--- config.mk ---
export PLATFORM = sky130hd
export DESIGN_NAME = iba_ram
export DESIGN_NICKNAME = d
export VERILOG_FILES = /design/src/sv/iba_ram.sv
export SDC_FILE = /design/constraint.sdc
export NUM_CORES = 1
export LEC_CHECK = 0
export BUFFER_PORTS_ARGS = -buffer_cell sky130_fd_sc_hd__clkbuf_2
export CORE_ASPECT_RATIO = 1.1
export CORE_MARGIN = 3
export CORE_UTILIZATION = 36
export CTS_CLUSTER_SIZE = 40
export DETAILED_ROUTE_END_ITERATION = 8
export GPL_TIMING_DRIVEN = 0
export PLACE_DENSITY_LB_ADDON = 0.2
export SYNTH_ARGS = -nofsm -noshare
export SYNTH_HDL_FRONTEND = slang
export SYNTH_SLANG_ARGS = --single-unit
--- constraint.sdc ---
create_clock -name clk -period 3 [get_ports clk]
set_input_delay 0.3 -clock clk [delete_from_list [all_inputs] [get_ports clk]]
set_output_delay 0.3 -clock clk [all_outputs]
set_load 0.01 [all_outputs]
--- src/sv/iba_ram.sv ---
`timescale 1ns / 1ps
`default_nettype none
// ----------------------------------------------------------------------------
// iba_ram
// Simple dual-port RAM: one write port, one read port with registered data.
// A read of the address being written returns the old contents.
// ----------------------------------------------------------------------------
module iba_ram #(
  parameter int WIDTH = 8,
  parameter int DEPTH = 64,
  localparam int AW   = (DEPTH > 1) ? $clog2(DEPTH) : 1
) (
  input  wire logic             clk,
  input  wire logic             we,
  input  wire logic [AW-1:0]    waddr,
  input  wire logic [WIDTH-1:0] wdata,
  input  wire logic [AW-1:0]    raddr,
  output logic      [WIDTH-1:0] rdata
);

  logic [WIDTH-1:0] mem [DEPTH];

  // write port
  always_ff @(posedge clk) begin
    if (we) begin
      mem[waddr] <= wdata;
    end
  end

  // registered read
  always_ff @(posedge clk) begin
    rdata <= mem[raddr];
  end

endmodule
`default_nettype wire

* Yosys cells after proc, flatten, opt, wreduce, memory -nomap -nowiden
Memories as Yosys holds them, arrays and structs flattened. A register that Yosys moved wholly into a read port is not among the register bits.
Cells that the tools add are included.
** Operators by class
- Add/sub/neg operators :: 0
- $mul :: 0
- Divide/modulo/power cells :: 0
- Order comparisons :: 0
- Equality and inequality tests :: 0
- Shift operators :: 0
- Multiplexer cells :: 2
- Bitwise gates (word level) :: 0
- Reduce and logical (&&, ||, !) cells :: 0
** Operator list (number)
- $mux 1 :: 2
** Storage, ports and cells
- Register bits after elaboration :: 0
- Bits in latches :: 0
- Bits in writable memories :: 512
- ROM bits :: 0
- Bits of input ports :: 22
- Word-level logic and storage cells :: 3
- Memories :: 1
** Memory list
- mem :: depth 64, bits a word 8, rd ports 1, clocked after Yosys merged registers in 1, wr ports 1, line 21 : logic [WIDTH-1:0] mem [DEPTH];

* Longest topological paths before layout
Gate-level depths: netlist (run 1).
- Word-level depth :: 2
- Depth in mapped cells :: 9

* Worst setup path before layout (run 1)
Ideal clock, no wire load.
- Kind :: input to register
- Start :: in raddr[1]
- End :: reg rdata[3] (read register of mem)
- Setup time :: 0.128 ns
- Arrival time :: 1.840 ns
- Data required time :: 2.872 ns
- Slack :: 1.032 ns
- Stages :: 7
- Buffers on the path :: 3
- Cell sequence :: buf_4 buf_2 buf_2 mux4_2 mux4_2 o21ai_1 o41ai_1
** RTL lines
- start, declared :: line 17 : input wire logic [AW-1:0] raddr,
- end, declared :: line 18 : output logic [WIDTH-1:0] rdata

==> impl_metrics.csv, run 1 <==
group,metric,value,unit
synthesis,synth-async-reset-ratio,0,%
clock_network,cts_resized,0,
synthesis,ys_types,40,
worst_hold_path,whs_path_depth,1,
pwr,vdd_drop_max,0.391,mV
timing,worst-slew-pin-transition,1.32,ns
flow_run,cap_violations,0,
synthesis,synth.top_cell.area_share,76.2,%
synthesis,yosys_warnings,0,
detailed_routing,drc,0,
clock_network,clkLatencyLatePin,0.58,ns
cells_and_area,multi_input_area,0.00432,mm2
timing,max-slew-margin-rel,11.9,%
pwr,power_leakage,7.08,nW
global_route,grt_usage,17.6,%
timing,finalWorstSetupSlack,0.310,ns
cells_and_area,num-fill-cells,4880,
cells_and_area,stdcell_area,0.0230,mm2
detailed_routing,dr.pass1.iters,7,
clock_network,cts-root-buf,"clkbuf_16",
synthesis,ys.flop_type,"edfxtp_1",
synthesis,synth.avg_cell_area,21.5,um2
floorplan,die-height,254,um
clock_network,cts_sinks,520,
synthesis,synth_edf_count,512,
detailed_routing,routed_wl,51400,um
setup_path,endpoint_kind,"register",
clock_network,clkTransAtPathRegs,0.06,ns
placed_design,placed_cell_area,0.0212,mm2
floorplan,start_util,36.5,%
global_route,grt_pass1_wl,73400,um
detailed_routing,via_count,9792,
timing,rsz0062_at_grt,"false",
detailed_routing,detail-route-antenna-nets,0,
detailed_routing,drt_iter0_markers,1128,
synthesis,syn-instance-count,940,
timing,fmax,372,MHz
synthesis,synthTopCellsByArea,"edfxtp_1 (76%), mux4_2 (14%), nor2_1 (1.5%)",
synthesis,yosysSeqAreaShare,77.0,%
timing,final.setup_skew,0.0150,ns
floorplan,core,0.0552,mm2
setup_path,crit_fanout,10,
placed_design,io_buffers,21,
worst_hold_path,hold_path.class,"in2reg",
clock_network,post_cts_buffers,0,
setup_path,worstPathCellList,"buf_4, buf_2, buf_1, nand2_1, o221ai_1, nor2_1, nor3_1, o32ai_1",
setup_path,cp_slowest_cell,"buf_1",
floorplan,rows,90,
detailed_routing,avgRoutedWirePerCell,28.6,um
synthesis,ys_top_cells_by_count,"edfxtp_1 (512), mux4_2 (126), nor2_1 (83), mux2i_1 (23), nand2_1 (19)",
timing,setup_violations,0,
timing,hold_viol,0,
cells_and_area,areaGrowthSynthToFinish,13.9,%
synthesis,synth_area_leader_cell,"edfxtp_1",
placed_design,dpl.hpwl,32700,um
setup_path,path_class,"in2reg",
clock_network,ctsHoldBuffers,0,
timing,final.setup.tns,0,ns
timing,drv_slew,0,
clock_network,cts_buffer_depth,3,
status,outcome,"completed",
setup_path,max_stage_delay,0.85,ns
timing,period_needed,2.69,ns
cells_and_area,seqCellArea,0.0155,mm2
global_route,antenna_found_initial,5,
setup_path,r2r_cells,5,
setup_path,cp.required,3.41,ns
placed_design,gp_congestion,0.838,
placed_design,detailedPlace.worstSlack,-0.264,ns
cells_and_area,drive_gt1_share,25.4,%
synthesis,syn-cell-area,0.0202,mm2
synthesis,syn_nets,962,
pwr,pwr_density_cell,660,mW/mm2
clock_network,htreeDepth,2,
detailed_routing,via_per_inst,5.44,
clock_network,cts_made_buffers,51,
synthesis,synth-seq-cells,520,
clock_network,cts_tree,"yes",
floorplan,die_area,0.0589,mm2
global_route,overflow,0,
floorplan,die_w,232,um
global_route,grt_max_degree,65,
setup_path,cp.arrival,3.10,ns
cells_and_area,final_nets,1043,
floorplan,ios,30,
synthesis,yosysMostFrequentCell,"edfxtp_1",
timing,period_share,89.7,%
global_route,first_global_vias,10000,
setup_path,start_kind,"input port",
critical path, delay by kind of cell:
kind | cells | cell delay [ns]
AND/OR/NAND/NOR | 3 | 0.80
buffers and inverters | 3 | 1.44
AO/OA/AOI/OAI | 2 | 0.54
cell usage in the layout (no fill, tap or decap), drive strengths merged, types with 13 or more instances in the layout:
cell	n
buf	48
clkbuf	108
clkinv	15
edfxtp	512
mux2	13
mux2i	23
mux4	126
nand2	19
nand3	13
nor2	83
nor2b	14
metal layers:
layer / vias up / share of wire (%) / track usage [%]
met2: 320 / 47 / 27.8
met3: 96 / 5.2 / 2.92
met1: 5289 / 44 / 24.6
li1: 4083 / - / -
met4: 4 / 4.1 / 7.51
met5: - / 0.056 / 0
layout make-up:
cell class | count | share of cell area [%]
flip-flops and latches | 520 | 67.6
multi-input cells | 369 | 18.8
clock buffers | 77 | 6.43
well taps | 736 | 4.01
plain buffers | 51 | 1.38
repair buffers | 28 | 1.07
clock inverters | 18 | 0.686
diodes | 1 | 0.0109
flip-flops by register name (all words and copies together) (netlist names):
signal and count:
rdata 8, mem 512
cell families (layout without fill, tap and decap cells):
logic type | Yosys count | after routing | share of synthesized area (%)
muxes | 162 | 162 | 15.9
AOI/OAI and AO/OA | 54 | 54 | 2.07
other | 0 | 1 | 0
buffers and inverters | 51 | 174 | 1.57
DFF | 520 | 520 | 77.0
and+or+nand+nor | 153 | 153 | 3.39
per-stage QoR:
| step | hold WS, ns | util [%] | instances | power (mW) |
|---|---|---|---|---|
| 5_1_grt | 0.126 | 41.6 | 1799 | 15.6 |
| 3_5_place_dp | 0.689 | 38.4 | 1697 | 9.04 |
| 4_1_cts | 0.138 | 41.4 | 1792 | 15.3 |
| 3_3_place_gp | 0.689 | 38.4 | 1697 | 9.03 |
| 6_report | 0.142 | 41.6 | 1800 | 15.2 |
| 2_1_floorplan | 0.399 | - | 940 | 8.64 |
power breakdown:
part           switching (mW)  total, mW  leakage, nW  internal [mW]
Clock                    2.63       6.27        0.805           3.64
Combinational           0.539      0.840         1.60          0.301
Sequential             0.0136       8.05         4.67           8.04
final timing paths:
check,startpoint,end,slack [ns]
worst max-delay path,raddr[1],rdata[4],0.31
worst min-delay path,wdata[3],mem[13][3],0.14
worst max register to register,mem[21][6],rdata[6],0.82
worst min register to register,mem[3][7],rdata[7],1.02
Note: power is estimated with default switching activity, not from simulation.
==> run 2: changes to the inputs <==
CORE_ASPECT_RATIO = 0.5   (was 1.1)
GPL_TIMING_DRIVEN = default   (was 0)
==> impl_metrics.csv, run 2 (synthesis results as in run 1) <==
group,metric,value,unit
status,outcome,"completed",
cells_and_area,max_flop_register,"mem",
floorplan,ios,30,
clock_network,cts-root-buf,"clkbuf_16",
detailed_routing,via_count,9788,
pwr,power_switching,3.00,mW
pwr,p_int,11.4,mW
clock_network,cts_buffer_depth,3,
clock_network,clkLatencyLatePin,0.56,ns
placed_design,io_buffers,29,
pwr,p_sw_share,20.8,%
pwr,clockPowerShare,38.5,%
floorplan,start_util,37.0,%
floorplan,core,0.0546,mm2
floorplan,die_w,341,um
setup_path,cp.required,3.42,ns
clock_network,cts_sinks,520,
detailed_routing,detail-route-antenna-nets,0,
detailed_routing,avgRoutedWirePerCell,25.8,um
setup_path,endpoint_kind,"register",
clock_network,htreeDepth,2,
global_route,first_global_vias,10100,
timing,final.setup.tns,0,ns
clock_network,cts_made_buffers,48,
cells_and_area,seqCellArea,0.0155,mm2
clock_network,ctsHoldBuffers,0,
pwr,power_leakage,7.36,nW
cells_and_area,largest_reg_flops,512,
cells_and_area,layout_commonest_cell,"edfxtp_1",
detailed_routing,wl_met3,2790,um
pwr,pwr_density_cell,619,mW/mm2
setup_path,cp.arrival,2.54,ns
cells_and_area,num-fill-cells,4731,
timing,fmax,473,MHz
cells_and_area,drive_gt1_share,30.5,%
global_route,overflow,0,
global_route,grt_usage,16.2,%
floorplan,die_area,0.0591,mm2
setup_path,path_class,"reg2reg",
detailed_routing,drc,0,
cells_and_area,final_nets,1102,
timing,hold_viol,0,
cells_and_area,largestRegisters,"mem x512, rdata x8",
timing,period_share,70.5,%
timing,max-slew-margin-rel,31.7,%
flow_run,cap_violations,0,
floorplan,rows,60,
global_route,grt_max_degree,42,
detailed_routing,via_per_inst,5.28,
pwr,vdd_drop_max,0.396,mV
placed_design,dpl.hpwl,30600,um
timing,final.setup_skew,0.0153,ns
clock_network,cts_resized,0,
detailed_routing,wl_met1,21900,um
cells_and_area,areaGrowthSynthToFinish,15.2,%
pwr,p_seq_share,56.0,%
setup_path,crit_fanout,1,
detailed_routing,dr.pass1.iters,5,
timing,fin_hold_ws,0.263,ns
clock_network,post_cts_buffers,0,
cells_and_area,layout_common_cells,"edfxtp_1 (512), mux4_2 (126), buf_4 (108), nor2_1 (83), clkbuf_16 (49)",
detailed_routing,highest_layer,"met4",
timing,worst-slew-pin-transition,1.02,ns
floorplan,die-height,173,um
timing,setup_violations,0,
pwr,comb_power_share,5.5,%
placed_design,gp_congestion,0.777,
detailed_routing,drt_iter0_markers,935,
cells_and_area,multi_input_area,0.00432,mm2
worst_hold_path,hold_path.class,"in2reg",
detailed_routing,routed_wl,47900,um
timing,rsz0062_at_grt,"false",
setup_path,start_kind,"register",
timing,period_needed,2.11,ns
detailed_routing,met2WireLength,22200,um
clock_network,cts_tree,"yes",
cells_and_area,n_antenna_cell,0,
timing,drv_slew,0,
global_route,grt_pass1_wl,70400,um
clock_network,clkTransAtPathRegs,0.06,ns
global_route,antenna_found_initial,0,
[run 2: worst max-delay path: stages (launching register included)]
cell      delay, ns
edfxtp_1       0.37
mux4_2         0.47
mux2_2         0.30
o221a_2        0.28
nor3_1         0.41
o32ai_1        0.15
[run 2: layout make-up]
| cell class | count | area share, % |
|---|---|---|
| flip-flops and latches | 520 | 66.9 |
| multi-input cells | 369 | 18.6 |
| clock buffers | 59 | 5.44 |
| repair buffers | 141 | 4.63 |
| well taps | 744 | 4.01 |
| clock inverters | 21 | 0.490 |
[run 2: power by group through the flow]
stage          registers [mW]  clock network [mW]  logic [mW]
6_report                 8.06                5.54       0.790
5_1_grt                  8.06                5.96       0.848
4_1_cts                  8.06                5.68       0.805
3_5_place_dp             8.22                   0       0.802
3_3_place_gp             8.22                   0       0.791
2_1_floorplan            8.21                   0       0.429
[run 2: metal layers]
layer	global-route usage (%)	up-vias
met5	0	-
met4	3.72	0
met1	23.8	5248
met3	2.95	65
li1	-	4203
met2	25.3	272
[run 2: path summary, 6_finish.rpt]
path / from / endpoint / slack [ns] / depth (start not counted)
min reg2reg: mem[31][4] / rdata[4] / 0.83 / 3
max reg2reg: mem[29][4] / rdata[4] / 0.89 / 5
min: wdata[0] / mem[2][0] / 0.26 / 2
max: mem[29][4] / rdata[4] / 0.89 / 5
[run 2: per-stage QoR]
| stage | power, mW | setup slack, ns | std cells | instance area, um2 | util, % |
|---|---|---|---|---|---|
| floorplan | 8.64 | 1.03 | 940 | 20200 | - |
| global placement | 9.01 | 0.348 | 1774 | 21900 | 40.0 |
| detailed placement | 9.02 | 0.357 | 1774 | 21900 | 40.0 |
| CTS | 14.5 | 0.888 | 1854 | 23200 | 42.6 |
| global route | 14.9 | 0.828 | 1854 | 23200 | 42.6 |
| finish | 14.4 | 0.886 | 1854 | 23200 | 42.6 |
