`config.mk`:
```
export PLATFORM = sky130hd
export DESIGN_NAME = iba_ctrl
export DESIGN_NICKNAME = d
export VERILOG_FILES = /design/src/sv/iba_pkg.sv /design/src/sv/iba_ctrl.sv
export SDC_FILE = /design/constraint.sdc
export NUM_CORES = 1
export LEC_CHECK = 0
export CORE_UTILIZATION = 30
export CTS_CLUSTER_DIAMETER = 80
export DETAILED_ROUTE_END_ITERATION = 10
export DONT_BUFFER_PORTS = 1
export PLACE_DENSITY = 0.55
export SYNTH_ARGS = -nofsm -noshare
export SYNTH_HDL_FRONTEND = slang
export SYNTH_SLANG_ARGS = --single-unit
```
`constraint.sdc`:
```
create_clock -name clk -period 3 [get_ports clk]
set_clock_uncertainty 0.05 [all_clocks]
set_input_delay 0.3 -clock clk [delete_from_list [all_inputs] [get_ports clk]]
set_output_delay 0.3 -clock clk [all_outputs]
set_load 0.005 [all_outputs]
```
`src/sv/iba_pkg.sv`:
```
`timescale 1ns / 1ps
`default_nettype none
// ----------------------------------------------------------------------------
// iba_pkg
// Shared types and constants of the indexed block allocator.
// ----------------------------------------------------------------------------
package iba_pkg;

  // field widths of the stream words
  localparam int CFG_W       = 7;
  localparam int MODE_W      = 2;
  localparam int BLK_FIELD_W = 6;
  localparam int STATUS_W    = 3;
  localparam int CNT_W       = 5;
  localparam int IN_DATA_W   = 16;
  localparam int OUT_DATA_W  = 16;

  // defaults for the top-level parameters
  localparam int NUM_BLOCKS_DEF    = 64;
  localparam int MAX_PER_INDEX_DEF = 16;

  localparam logic [CFG_W-1:0] CFG_RESET = 7'd64;

  // request kinds
  typedef enum logic [MODE_W-1:0] {
    MODE_CLAIM  = 2'd0,
    MODE_ATTACH = 2'd1,
    MODE_DELETE = 2'd2,
    MODE_QUERY  = 2'd3
  } mode_t;

  // result codes
  typedef enum logic [STATUS_W-1:0] {
    ST_OK         = 3'd0,
    ST_INDEX_USED = 3'd1,
    ST_BLOCK_USED = 3'd2,
    ST_NOT_ALLOC  = 3'd3,
    ST_RANGE      = 3'd4,
    ST_FULL       = 3'd5
  } status_t;

  // one result word
  typedef struct packed {
    status_t          status;
    logic             used;
    logic [CNT_W-1:0] cnt;
  } res_t;

endpackage
`default_nettype wire

```
`src/sv/iba_ctrl.sv`:
```
`timescale 1ns / 1ps
`default_nettype none
// ----------------------------------------------------------------------------
// iba_ctrl
// Request sequencer: range check, read-modify-write of the per-block word
// {used, length}, list append and the pipelined walk that frees a list.
// ----------------------------------------------------------------------------
module iba_ctrl
  import iba_pkg::*;
#(
  parameter int NUM_BLOCKS    = NUM_BLOCKS_DEF,
  parameter int MAX_PER_INDEX = MAX_PER_INDEX_DEF,
  localparam int BLK_W   = (NUM_BLOCKS > 1) ? $clog2(NUM_BLOCKS) : 1,
  localparam int LEN_W   = $clog2(MAX_PER_INDEX + 1),
  localparam int KW      = (MAX_PER_INDEX > 1) ? $clog2(MAX_PER_INDEX) : 1,
  localparam int META_W  = 1 + LEN_W,
  localparam int LIST_AW = BLK_W + KW
) (
  input  wire logic                   clk,
  input  wire logic                   rst_n,
  input  wire logic [CFG_W-1:0]       disk_blocks,
  // request side
  input  wire logic                   req_valid,
  output logic                        req_ready,
  input  wire logic [MODE_W-1:0]      req_mode,
  input  wire logic [BLK_FIELD_W-1:0] req_ib,
  input  wire logic [BLK_FIELD_W-1:0] req_db,
  // result side
  output logic                        res_valid,
  input  wire logic                   res_ready,
  output res_t                        res,
  // block word memory
  output logic [BLK_W-1:0]            meta_raddr,
  input  wire logic [META_W-1:0]      meta_rdata,
  output logic                        meta_we,
  output logic [BLK_W-1:0]            meta_waddr,
  output logic [META_W-1:0]           meta_wdata,
  // list memory
  output logic [LIST_AW-1:0]          list_raddr,
  input  wire logic [BLK_W-1:0]       list_rdata,
  output logic                        list_we,
  output logic [LIST_AW-1:0]          list_waddr,
  output logic [BLK_W-1:0]            list_wdata
);

  localparam int LIM_W = ($clog2(NUM_BLOCKS + 1) > CFG_W) ? $clog2(NUM_BLOCKS + 1) : CFG_W;
  localparam logic [LIM_W-1:0] NB_LIM   = LIM_W'(NUM_BLOCKS);
  localparam logic [LEN_W-1:0] MAX_LEN  = LEN_W'(MAX_PER_INDEX);
  localparam logic [BLK_W-1:0] LAST_BLK = BLK_W'(NUM_BLOCKS - 1);

  typedef enum logic [6:0] {
    S_CLEAR = 7'b0000001,
    S_IDLE  = 7'b0000010,
    S_META  = 7'b0000100,
    S_DBCHK = 7'b0001000,
    S_ATTW  = 7'b0010000,
    S_DEL   = 7'b0100000,
    S_DONE  = 7'b1000000
  } state_t;

  state_t            state_r, state_nxt;
  mode_t             mode_r, mode_nxt;
  logic [BLK_W-1:0]  ib_r, ib_nxt;
  logic [BLK_W-1:0]  db_r, db_nxt;
  logic [LEN_W-1:0]  len_r, len_nxt;
  logic [LEN_W-1:0]  k_r, k_nxt;
  logic              s1_v_r, s1_v_nxt;
  logic              s2_v_r, s2_v_nxt;
  logic [BLK_W-1:0]  s2_addr_r, s2_addr_nxt;
  logic [BLK_W-1:0]  clr_r, clr_nxt;
  res_t              res_r, res_nxt;

  logic [LIM_W-1:0]  lim;
  logic              oor;
  logic              m_used;
  logic [LEN_W-1:0]  m_len;

  // effective block count and range check of the incoming word
  assign lim = (LIM_W'(disk_blocks) > NB_LIM) ? NB_LIM : LIM_W'(disk_blocks);
  assign oor = (LIM_W'(req_ib) >= lim) ||
               ((req_mode == MODE_ATTACH) && (LIM_W'(req_db) >= lim));

  assign m_used = meta_rdata[META_W-1];
  assign m_len  = meta_rdata[LEN_W-1:0];

  assign req_ready = (state_r == S_IDLE);
  assign res_valid = (state_r == S_DONE);
  assign res       = res_r;

  // block word read address
  always_comb begin
    case (state_r)
      S_META:  meta_raddr = db_r;
      S_DEL:   meta_raddr = list_rdata;
      default: meta_raddr = BLK_W'(req_ib);
    endcase
  end

  assign list_raddr = {ib_r, k_r[KW-1:0]};
  assign list_waddr = {ib_r, len_r[KW-1:0]};
  assign list_wdata = db_r;

  // sequencer
  always_comb begin
    state_nxt   = state_r;
    mode_nxt    = mode_r;
    ib_nxt      = ib_r;
    db_nxt      = db_r;
    len_nxt     = len_r;
    k_nxt       = k_r;
    s1_v_nxt    = 1'b0;
    s2_v_nxt    = 1'b0;
    s2_addr_nxt = s2_addr_r;
    clr_nxt     = clr_r;
    res_nxt     = res_r;
    meta_we     = 1'b0;
    meta_waddr  = ib_r;
    meta_wdata  = '0;
    list_we     = 1'b0;

    case (state_r)
      // clearing pass over the block words after reset
      S_CLEAR: begin
        meta_we    = 1'b1;
        meta_waddr = clr_r;
        clr_nxt    = clr_r + 1'b1;
        if (clr_r == LAST_BLK) begin
          state_nxt = S_IDLE;
        end
      end

      S_IDLE: begin
        if (req_valid) begin
          mode_nxt = mode_t'(req_mode);
          ib_nxt   = BLK_W'(req_ib);
          db_nxt   = BLK_W'(req_db);
          if (oor) begin
            res_nxt   = '{status: ST_RANGE, used: 1'b0, cnt: '0};
            state_nxt = S_DONE;
          end else begin
            state_nxt = S_META;
          end
        end
      end

      // word of the index block is here
      S_META: begin
        state_nxt = S_DONE;
        case (mode_r)
          MODE_CLAIM: begin
            if (m_used) begin
              res_nxt = '{status: ST_INDEX_USED, used: 1'b1, cnt: CNT_W'(m_len)};
            end else begin
              meta_we    = 1'b1;
              meta_wdata = {1'b1, {LEN_W{1'b0}}};
              res_nxt    = '{status: ST_OK, used: 1'b1, cnt: '0};
            end
          end
          MODE_ATTACH: begin
            if (!m_used) begin
              res_nxt = '{status: ST_NOT_ALLOC, used: 1'b0, cnt: CNT_W'(m_len)};
            end else if (m_len >= MAX_LEN) begin
              res_nxt = '{status: ST_FULL, used: 1'b1, cnt: CNT_W'(m_len)};
            end else begin
              len_nxt   = m_len;
              state_nxt = S_DBCHK;
            end
          end
          MODE_DELETE: begin
            if (!m_used) begin
              res_nxt = '{status: ST_NOT_ALLOC, used: 1'b0, cnt: CNT_W'(m_len)};
            end else begin
              // index word cleared before the walk reads any word
              meta_we   = 1'b1;
              len_nxt   = m_len;
              k_nxt     = '0;
              res_nxt   = '{status: ST_OK, used: 1'b0, cnt: '0};
              state_nxt = S_DEL;
            end
          end
          default: begin
            res_nxt = '{status: ST_OK, used: m_used, cnt: CNT_W'(m_len)};
          end
        endcase
      end

      // word of the data block is here
      S_DBCHK: begin
        if (m_used) begin
          res_nxt   = '{status: ST_BLOCK_USED, used: 1'b1, cnt: CNT_W'(len_r)};
          state_nxt = S_DONE;
        end else begin
          meta_we    = 1'b1;
          meta_waddr = db_r;
          meta_wdata = {1'b1, m_len};
          list_we    = 1'b1;
          state_nxt  = S_ATTW;
        end
      end

      // bump the index length
      S_ATTW: begin
        meta_we    = 1'b1;
        meta_wdata = {1'b1, len_r + 1'b1};
        res_nxt    = '{status: ST_OK, used: 1'b1, cnt: CNT_W'(len_r + 1'b1)};
        state_nxt  = S_DONE;
      end

      // walk: list read, block word read, used bit cleared (length kept).
      // Overlapping words of the same block differ only in the used bit,
      // which is written to zero anyway.
      S_DEL: begin
        if (k_r < len_r) begin
          k_nxt    = k_r + 1'b1;
          s1_v_nxt = 1'b1;
        end
        s2_v_nxt    = s1_v_r;
        s2_addr_nxt = list_rdata;
        if (s2_v_r) begin
          meta_we    = 1'b1;
          meta_waddr = s2_addr_r;
          meta_wdata = {1'b0, m_len};
        end
        if ((k_r == len_r) && !s1_v_r && !s2_v_r) begin
          state_nxt = S_DONE;
        end
      end

      S_DONE: begin
        if (res_ready) begin
          state_nxt = S_IDLE;
        end
      end

      default: begin
        state_nxt = S_IDLE;
      end
    endcase
  end

  // control state
  always_ff @(posedge clk) begin
    if (!rst_n) begin
      state_r <= S_CLEAR;
      clr_r   <= '0;
      s1_v_r  <= 1'b0;
      s2_v_r  <= 1'b0;
    end else begin
      state_r <= state_nxt;
      clr_r   <= clr_nxt;
      s1_v_r  <= s1_v_nxt;
      s2_v_r  <= s2_v_nxt;
    end
  end

  // payload
  always_ff @(posedge clk) begin
    mode_r    <= mode_nxt;
    ib_r      <= ib_nxt;
    db_r      <= db_nxt;
    len_r     <= len_nxt;
    k_r       <= k_nxt;
    s2_addr_r <= s2_addr_nxt;
    res_r     <= res_nxt;
  end

endmodule
`default_nettype wire

```
* Yosys cells after proc, flatten, opt, wreduce, memory -nomap -nowiden
Cells that the tools add are included.
** Word-level totals
- Register bits after elaboration :: 54
- Input bits :: 37
** Cells by class
- Add/sub/neg operators :: 3
- Order comparisons :: 5
- Eq/ne operators :: 25
- Multiplexer cells :: 45
- Reduce and logical (&&, ||, !) cells :: 17
** Operator list (number)
- $mux 7 :: 11
- $pmux 7 s7 :: 1
- $mux 9 :: 5
- $pmux 9 s4 :: 1
- $mux 5 :: 7
- $mux 6 :: 5
- $pmux 9 s3 :: 1
- $pmux 6 s4 :: 1
- $ne 2x2->1 const B :: 10
- $pmux 5 s2 :: 2
- $pmux 6 s3 :: 1
- $ge 6x7->1 :: 2
- $pmux 7 s2 :: 1
- $pmux 6 s2 :: 1
- $add 5x1->5 const B :: 2
- $reduce_and 5->1 :: 2
- $mux 8 :: 1
- $reduce_and 4->1 :: 2
- $eq 7x1->1 const B :: 1
- $eq 7x2->1 const B :: 1
- $eq 7x3->1 const B :: 1
- $eq 7x4->1 const B :: 1
- $eq 7x5->1 const B :: 1
- $eq 7x6->1 const B :: 1
- 22 further kinds :: 33

* Logic depth before layout (Yosys ltp)
Gate-level depths: netlist of run 1.
- Word-level depth :: 8
- Depth in mapped cells :: 8

* Worst setup path before layout of run 1
Ideal clock, no wire load.
- Path kind :: register to register
- Start point :: reg state_r[1]
- End point :: reg res_r, in the netlist res[0], enable pin
- Data arrival time :: 2.192 ns
- Path slack :: 0.383 ns
- Cell stages (with the launch flop) :: 7
- Path buffers :: 1
- Clock period less this slack :: 2.617 ns
- Cells stage by stage :: dfxtp_1 or4_4 or4b_4 buf_6 nand4_4 nand2_2 a211oi_2
** Between the ends
- Longest elaborated chain between the ends :: 3
- Elaborated cells on any way between the ends :: 10
** Ends and longest elaborated chain
- from (decl) :: line iba_ctrl.sv:61 : state_t state_r, state_nxt;
- from (signal assigned) :: line iba_ctrl.sv:249 : state_r <= state_nxt;
- $eq 7x3->1 (tied with other cells) :: line iba_ctrl.sv:121 : case (state_r)
- $ne 4x4->1 (no source line) (tied with other cells)
- $reduce_and 5->1 (no source line) *
- to (signal assigned) :: line iba_ctrl.sv:264 : res_r <= res_nxt;
- to (decl) :: line iba_ctrl.sv:71 : res_t res_r, res_nxt;
Every way passes the cells marked *; elsewhere a longest branch is shown, timed or not.
A chain may end at the register's enable or synchronous reset.

* Worst setup path after layout of run 1
Ends and elaborated chain as after synthesis.

==> results of run 1 <==
-- how the worst max path moves through the flow --
stage / from / end / slack, ps / cells after the start
2_1_floorplan: state_r[1] / res[0] / 380 / 6
3_3_place_gp: state_r[1] / res[0] / 220 / 5
3_5_place_dp: state_r[1] / res[0] / 130 / 5
4_1_cts: state_r[1] / res[2] / 110 / 5
5_1_grt: state_r[1] / res[6] / 4 / 5
6_report: state_r[1] / res[0] / 140 / 5
-- state kept, by name (all words and copies together) (netlist names) --
| register | flops |
|---|---|
| ib_r | 6 |
| res | 9 |
| s2_v_r | 1 |
| clr_r | 6 |
| state_r | 7 |
| k_r | 5 |
| list_wdata | 6 |
| s1_v_r | 1 |
| s2_addr_r | 6 |
| mode_r | 2 |
| len_r | 5 |
-- cells by family after synthesis --
family,count (synthesis),synth area share
mux,1,0.00308
fa+ha+maj,24,0.0923
flops,54,0.452
xor+xnor,12,0.0323
simple gates,110,0.201
buf+inv,38,0.0642
compound gates,65,0.155
-- timing repair --
action | in CTS | in global routing
hold buffers | 1 | 0
setup buffers | 0 | 0
resized for setup | 0 | 1
endpoints found under the hold margin | 1 | 0
endpoints found under the setup margin | 0 | 1
-- metal layers --
layer | global-route usage | routed length (um) | vias to the layer above
met5 | 0 | 0 | -
met4 | 0.0456 | 152 | 0
met3 | 0.0650 | 911 | 14
met2 | 0.243 | 3570 | 116
met1 | 0.170 | 3330 | 1090
li1 | - | - | 1111
-- final cells by class --
| class | count | share of cell area |
|---|---|---|
| Sequential cell | 54 | 0.429 |
| Inverter | 14 | 0.0153 |
| Clock inverter | 1 | 0.00146 |
| Multi-Input combinational cell | 212 | 0.461 |
| Clock buffer | 7 | 0.0252 |
| Timing Repair Buffer | 8 | 0.0182 |
| Tap cell | 136 | 0.0496 |
-- power groups by stage --
stage          logic, mW  clock network [mW]  registers [mW]
2_1_floorplan      0.155                   0           0.852
6_report           0.201               0.426           0.843
3_5_place_dp       0.201                   0           0.860
5_1_grt            0.226               0.461           0.847
4_1_cts            0.203               0.438           0.843
3_3_place_gp       0.201                   0           0.860
-- placed cells by master, fill, tap and decap left out, drive strengths merged, types with 2 or more instances in the layout --
master and n:
edfxtp 39, ha 24, nand2 20, nor2 18, dfxtp 15, inv 14, a221o 12, nor3 10
nand3 10, nand2b 9, xnor2 9, a21oi 9, and2 9, buf 7, clkbuf 7, and3 6
o21ai 6, o31ai 5, a22o 5, a21o 5, a22oi 5, o21a 5, nand4 5, nor2b 4
nand4b 4, nor4 4, xor2 3, or3 2, nor4b 2, a21boi 2, a211oi 2, o22ai 2
or4b 2
==> metrics, run 1 <==
status=completed; share of cells above drive strength 1=0.0878; critical path fanouts, max=9; RSZ-0062 raised after global routing=false; worst path cell trace=or4_4 > or4b_4 > nand4_4 > nand2_2 > a211oi_2; Final Hold Vio Count=0; GRT Total Usage=0.147; Combinational Power Share=0.136; syn avg cell area=10.7 um2; Post-Syn Area=0.00325 mm2; hold_ws=28.8 ps; Max rail drop VDD=164 uV; HP Class=in2reg; EDFF count, synth=39; grt total ovfl=0; final setup margin=137 ps; CP endpoint kind=register; largest net degree at the start of global routing=18; ranking of synthesized cells by area=edfxtp_1 36%, dfxtp_1 9.2%, ha_1 9.2%, a221o_1 3.7%, buf_4 3.5%; ys async rst share=0; Placement Setup Slack=131 ps; Mapped Cells=304; TritonRoute pass-1 iters=4; top-count cell post-synth=edfxtp_1; WP data arrival=2760 ps; count of different cell masters after synthesis=55; Seq cells post-synth=54; TNS Setup=0 ps; first-pass GRT wire length=12,700 um; core area=0.0104 mm2; via count=2,331; Finished Layout Cells=432; area occupied by multi-input gates=0.00158 mm2; DIE AREA=0.0113 mm2; pwr/cell area=429 mW/mm2; Req. time, crit path=2900 ps; Switch Pwr=0.373 mW; htree depth=2; CP delay by family, top=simple AND/OR/NAND/NOR gates; Least-Margin Pin Slew=824 ps; Slowest-stage cell, CP=a211oi_2; DRC Markers=0; I/O pins=94; cell internal pwr=1.10 mW; die width=106 um; element type at the critical path start=register; fillers=1,071; CTS Sinks=54; Synthesized Nets=365; WP buf/inv=0; Reg2Reg Depth=5; Rows=37; Synth Warn #=0; Yosys top cell area share=0.360; Worst R2R Setup Slack=140 ps; Final Cell Area=0.00343 mm2; Finish-stage setup viols=0; Layout Nets=356; Initial Util=0.312; Slew Limit Headroom=0.450; DRT iter0 DRCs=75; total power draw=1.47 mW; hold path cells=0; Post-DRT Antenna Nets=0; clk_lat worst skew=310 ps; Placed Area=0.00332 mm2; sequential share of power=0.574; Util after Layout=0.329; TritonCTS clock tree=yes; initial antenna violation count=0; routability cong.=0.823; R2R Path End=res[0]; critical path's largest stage delay=700 ps; Sequential cell area=0.00147 mm2; Sw Ratio=0.254; Final HPWL DP=6230 um; period utilisation layout=0.954; CTS Root Cell=clkbuf_8; static leakage=1.32 nW; ys flop type=edfxtp_1; CTS Buffer Depth=2; critical path type=reg2reg; fin crit period=2860 ps; Clock transition at path regs=100 ps; CTS Buf Count=5; vias in the first global route=2,442; Final Max Slew Viols=0; port bufs=0; die span in y=106 um; final WL=7960 um; P&R area growth vs syn=5.34%; max_cap viols=0; Seq/Total Area, Yosys=0.452; antenna fix cells=0; Fmax achieved=349 MHz; synth cell count leaders=39 x edfxtp_1, 24 x ha_1, 19 x nand2_1; average wire per standard cell=18.4 um; WHS Endpoint=ib_r[2]; Hold Path Origin=req_ib[2]; DP Cell Count=423; Yosys top cell by area=edfxtp_1; Clock Power Share=0.290; Reg2Reg Launch Point=state_r[1]; vias per cell=5.40
No activity file was read; power rests on OpenSTA's default activity.
==> run 2, diff against run 1 <==
--- a/config.mk
+++ b/config.mk
@@ -5,6 +5,7 @@
 export SDC_FILE = /design/constraint.sdc
 export NUM_CORES = 1
 export LEC_CHECK = 0
+export CORE_MARGIN = 4
 export CORE_UTILIZATION = 30
 export CTS_CLUSTER_DIAMETER = 80
 export DETAILED_ROUTE_END_ITERATION = 10
==> constraint.sdc (replaced) <==
create_clock -name clk -period 2.94 [get_ports clk]
set_clock_uncertainty 0.05 [all_clocks]
set_input_delay 0.294 -clock clk [delete_from_list [all_inputs] [get_ports clk]]
set_output_delay 0.294 -clock clk [all_outputs]
set_load 0.005 [all_outputs]
==> run 2 against run 1 <==
First-iteration DRC count increased by 28%; sequential share of layout area decreased by 0.59 points; core utilization increased by 0.31 points; non-clock buffer count increased by 3; critical path type unchanged; critical endpoint is now res[1]; largest cell class unchanged; largest power group unchanged.
==> metrics, run 2 (same netlist as run 1, synthesis figures left out) <==
status=completed (unchanged); Sequential cell area=0.00147 mm2 (unchanged); htree depth=2 (unchanged); most frequent cells in the layout=39 x edfxtp_1, 24 x ha_1, 19 x nand2_1 (unchanged); routability cong.=0.838 (was 0.823); Fmax achieved=349 MHz (about the same); CP delay by family, top=simple AND/OR/NAND/NOR gates (unchanged); worst path cell trace=or4_4 > or4b_4 > nand4_4 > nand2_2 > a211oi_2 (unchanged); via count=2,335 (was 2,331); GRT Total Usage=0.125 (was 0.147); die width=112 um (was 106 um); Layout Nets=359 (was 356); CTS Buffer Depth=2 (unchanged); DRC Markers=0 (unchanged); Final Max Slew Viols=0 (unchanged); first-pass GRT wire length=12,500 um (was 12,700 um); Reg2Reg Launch Point=state_r[1] (unchanged); Final Hold Vio Count=0 (unchanged); Worst R2R Setup Slack=80 ps (was 140 ps); static leakage=1.33 nW (was 1.32 nW); pwr/cell area=444 mW/mm2 (was 429 mW/mm2); Req. time, crit path=2840 ps (was 2900 ps); port bufs=0 (unchanged); Reg2Reg Depth=5 (unchanged); CTS Sinks=54 (unchanged); I/O pins=94 (unchanged); Initial Util=0.311 (was 0.312); average wire per standard cell=18.6 um (was 18.4 um); initial antenna violation count=1 (was 0); Finished Layout Cells=436 (was 432); die span in y=112 um (was 106 um); DRT iter0 DRCs=96 (was 75); Least-Margin Pin Slew=818 ps (was 824 ps); max_cap viols=0 (unchanged); WP data arrival=2760 ps (about the same); CTS Buf Count=5 (unchanged); vias per cell=5.36 (was 5.40); fillers=1,067 (was 1,071); R2R Path End=res[1] (was res[0]); RSZ-0062 raised after global routing=true (was false); Finish-stage setup viols=0 (unchanged); critical path's largest stage delay=690 ps (was 700 ps); critical path type=reg2reg (unchanged); Hold Path Origin=req_ib[1] (was req_ib[2]); Slowest-stage cell, CP=a211oi_2 (unchanged); CP endpoint kind=register (unchanged); Post-DRT Antenna Nets=0 (unchanged); CTS Root Cell=clkbuf_8 (unchanged); TritonCTS clock tree=yes (unchanged); Clock transition at path regs=100 ps (about the same); WP buf/inv=0 (unchanged); Rows=37 (unchanged); WHS Endpoint=ib_r[1] (was ib_r[2]); core area=0.0105 mm2 (was 0.0104 mm2); period utilisation layout=0.974 (was 0.954); final WL=8130 um (was 7960 um); critical path fanouts, max=9 (unchanged); HP Class=in2reg (unchanged); share of cells above drive strength 1=0.0870 (was 0.0878); P&R area growth vs syn=6.80% (was 5.34%); area occupied by multi-input gates=0.00157 mm2 (was 0.00158 mm2); grt total ovfl=0 (unchanged); Slew Limit Headroom=0.454 (was 0.450); most common cell after layout, fill and taps aside=edfxtp_1 (unchanged); largest net degree at the start of global routing=18 (unchanged); Final HPWL DP=6370 um (was 6230 um); DP Cell Count=423 (unchanged); element type at the critical path start=register (unchanged); clk_lat worst skew=310 ps (about the same); Util after Layout=0.332 (was 0.329); number of flip-flops in the largest register=9 (unchanged); Max rail drop VDD=192 uV (was 164 uV); DIE AREA=0.0126 mm2 (was 0.0113 mm2); hold path cells=0 (unchanged); fin crit period=2860 ps (about the same); TritonRoute pass-1 iters=4 (unchanged); vias in the first global route=2,264 (was 2,442)
==> run 2: where the power goes <==
group          switching [mW]  total [mW]  internal [mW]
clock                   0.257       0.478          0.220
combinational           0.108       0.207         0.0986
sequential             0.0279       0.860          0.832
==> run 2: what timing repair did <==
item / 4_1_cts / 5_1_grt
gates resized for setup: 0 / 3
setup buffers: 0 / 0
hold buffers: 1 / 3
setup endpoints to repair: 0 / 20
hold endpoints to repair: 1 / 3
==> run 2: through the flow <==
stage / TNS [ps] / worst slack, ps / total power, mW / area, um2 / hold slack [ps]
after floorplan: 0 / 323 / 1.03 / 3250 / 343
final: 0 / 75.8 / 1.54 / 3480 / 23.8
after global routing: -775 / -65.9 / 1.63 / 3480 / 0.00325
after global placement: 0 / 143 / 1.08 / 3320 / 315
after detailed placement: 0 / 66.6 / 1.08 / 3320 / 313
after CTS: 0 / 48.9 / 1.56 / 3440 / 16.1
==> run 2: worst max-delay path by stage <==
| stage | from | endpoint | slack [ps] | cells after the start |
|---|---|---|---|---|
| 2_1_floorplan | state_r[1] | res[0] | 320 | 6 |
| 3_3_place_gp | state_r[1] | res[3] | 140 | 5 |
| 3_5_place_dp | state_r[1] | res[1] | 70 | 5 |
| 4_1_cts | state_r[1] | res[8] | 50 | 5 |
| 5_1_grt | state_r[1] | res[8] | -70 | 5 |
| 6_report | state_r[1] | res[1] | 80 | 5 |
==> run 2: layout make-up <==
cell class | count | share of cell area
antenna | 1 | 0.000720
clock buffer | 6 | 0.0270
clock inverter | 2 | 0.00396
inverter | 14 | 0.0166
multi-input combinational | 212 | 0.453
sequential | 54 | 0.423
tap | 136 | 0.0490
timing repair buffer | 11 | 0.0266
==> run 2: layer usage <==
metal / share of wire / GRT usage / up-vias
li1: - / - / 1128
met1: 0.41 / 0.155 / 1092
met2: 0.46 / 0.200 / 113
met3: 0.12 / 0.0636 / 2
met4: 0.0036 / 0.0200 / 0
met5: 0 / 0 / -
==> run 3, diff against run 2 <==
--- a/config.mk
+++ b/config.mk
@@ -6,11 +6,11 @@
 export NUM_CORES = 1
 export LEC_CHECK = 0
 export CORE_MARGIN = 4
-export CORE_UTILIZATION = 30
+export CORE_UTILIZATION = 32
 export CTS_CLUSTER_DIAMETER = 80
 export DETAILED_ROUTE_END_ITERATION = 10
 export DONT_BUFFER_PORTS = 1
-export PLACE_DENSITY = 0.55
+export PLACE_DENSITY = 0.57
 export SYNTH_ARGS = -nofsm -noshare
 export SYNTH_HDL_FRONTEND = slang
 export SYNTH_SLANG_ARGS = --single-unit
==> run 3 against run 2 <==
Via count is 1.1% lower; non-clock buffer count shrank 3; die area decreased by 5.8%; flip-flop and latch count unchanged; routed wire length decreased by 3.5%; sequential power decreased by 0.5%; hold slack improved by 8.1 ps; fmax increased by 1.3%; sequential share of layout area up 0.67 points; critical endpoint is now res[3]; largest cell class unchanged.
==> metrics, run 3 (same netlist as run 1, synthesis figures left out) <==
status=completed (unchanged); htree depth=2 (unchanged); P&R area growth vs syn=5.15% (was 6.80%); WP buf/inv=0 (unchanged); Fmax achieved=354 MHz (was 349 MHz); port bufs=0 (unchanged); hold path cells=0 (unchanged); most common cell after layout, fill and taps aside=edfxtp_1 (unchanged); routability cong.=0.844 (was 0.838); grt total ovfl=0 (unchanged); vias in the first global route=2,421 (was 2,264); clk_lat worst skew=300 ps (was 310 ps); Finish-stage setup viols=0 (unchanged); worst path cell trace=or4_4 > or4b_4 > nand4_4 > nand2_2 > a211oi_2 (unchanged); period utilisation layout=0.962 (was 0.974); DRT iter0 DRCs=93 (was 96); Final HPWL DP=6230 um (was 6370 um); critical path's largest stage delay=700 ps (was 690 ps); WHS Endpoint=s2_addr_r[1] (was ib_r[1]); antenna fix cells=0 (was 1); Placed Area=0.00332 mm2 (about the same); WP depth=5 (unchanged); Slowest-stage cell, CP=a211oi_2 (unchanged); Rows=36 (was 37); Final Hold Vio Count=0 (unchanged); TNS Setup=0 ps (unchanged); Slew Limit Headroom=0.447 (was 0.454); Layout Nets=356 (was 359); CTS Root Cell=clkbuf_8 (unchanged); Req. time, crit path=2820 ps (was 2840 ps); pwr/cell area=435 mW/mm2 (was 444 mW/mm2); share of cells above drive strength 1=0.0878 (was 0.0870); core area=0.00982 mm2 (was 0.0105 mm2); TritonRoute pass-1 iters=4 (unchanged); vias per cell=5.38 (was 5.36); critical path fanouts, max=9 (unchanged); Initial Util=0.331 (was 0.311); fillers=1,017 (was 1,067); I/O pins=94 (unchanged); Reg2Reg Depth=5 (unchanged); CP delay by family, top=simple AND/OR/NAND/NOR gates (unchanged); Reg2Reg Launch Point=state_r[2] (was state_r[1]); DRC Markers=0 (unchanged); Final Max Slew Viols=0 (unchanged); CTS Buffer Depth=2 (unchanged); static leakage=1.32 nW (was 1.33 nW); Max rail drop VDD=182 uV (was 192 uV); die span in y=109 um (was 112 um); critical path type=reg2reg (unchanged); first-pass GRT wire length=12,300 um (was 12,500 um); final WL=7840 um (was 8130 um); RSZ-0062 raised after global routing=false (was true); CTS Sinks=54 (unchanged); Final Cell Area=0.00342 mm2 (was 0.00348 mm2); largest net degree at the start of global routing=18 (unchanged); number of flip-flops in the largest register=9 (unchanged); Post-DRT Antenna Nets=0 (unchanged); DIE AREA=0.0118 mm2 (was 0.0126 mm2); CP endpoint kind=register (unchanged); R2R Path End=res[3] (was res[1]); initial antenna violation count=0 (was 1); WP data arrival=2710 ps (was 2760 ps); via count=2,309 (was 2,335); max_cap viols=0 (unchanged); GRT Total Usage=0.136 (was 0.125); Clock transition at path regs=100 ps (about the same); setup bufs post-CTS=0 (unchanged); HP Class=in2reg (unchanged); element type at the critical path start=register (unchanged); Least-Margin Pin Slew=828 ps (was 818 ps); Hold Path Origin=list_rdata[1] (was req_ib[1]); fin crit period=2830 ps (was 2860 ps); Worst R2R Setup Slack=110 ps (was 80 ps); TritonCTS clock tree=yes (unchanged); die width=109 um (was 112 um); CTS Buf Count=5 (unchanged); average wire per standard cell=18.3 um (was 18.6 um); most frequent cells in the layout=39 x edfxtp_1, 24 x ha_1, 19 x nand2_1 (unchanged)
## run 3: power by group
group	total (mW)	internal (mW)	switching (mW)
logic	0.210	0.0981	0.112
clock network	0.424	0.191	0.233
registers	0.856	0.832	0.0237
## run 3: worst max-delay path by stage
| stage | slack, ps | from | end |
|---|---|---|---|
| after floorplan | 320 | state_r[1] | res[0] |
| after global placement | 200 | state_r[0] | res[2] |
| after detailed placement | 110 | state_r[2] | res[2] |
| after CTS | 80 | state_r[2] | meta_raddr[0] |
| after global routing | 5 | state_r[2] | res[4] |
| final | 110 | state_r[2] | res[3] |
## run 3: layout make-up
cell class                      instances  area, um2  area share
Clock buffer                            7       86.3      0.0252
Clock inverter                          1       5.00     0.00146
Inverter                               14       53.8      0.0157
Multi-Input combinational cell        212       1580       0.461
Sequential cell                        54       1470       0.430
Tap cell                              133        166      0.0486
Timing Repair Buffer                    8       62.6      0.0183
## run 3: worst reg2reg max path: stages (launching register included)
cell      delay (ps)
dfxtp_1          390
or4_4            550
or4b_4           580
nand4_4          130
nand2_2           60
a211oi_2         700
## run 3: layer usage
| metal | vias to the layer above | global-route usage | wire, um |
|---|---|---|---|
| met1 | 1090 | 0.161 | 3240 |
| met5 | - | 0 | 0 |
| met2 | 99 | 0.231 | 3700 |
| met3 | 4 | 0.0551 | 846 |
| li1 | 1116 | - | - |
| met4 | 0 | 0.0280 | 53 |
## run 3: through the flow
step	util	instances	hold WS [ps]	setup slack (ps)	power (mW)
3_5_place_dp	0.338	420	313	109	1.08
2_1_floorplan	-	304	343	323	1.03
4_1_cts	0.348	429	21.1	81.7	1.51
3_3_place_gp	0.338	420	315	199	1.08
6_report	0.348	429	31.9	111	1.49
5_1_grt	0.348	429	10.3	4.64	1.57
## run 3: repair_timing
item | 4_1_cts | 5_1_grt
hold buffers | 1 | 0
hold endpoints to repair | 1 | 0
gates resized for setup | 0 | 2
endpoints found under the setup margin | 0 | 11
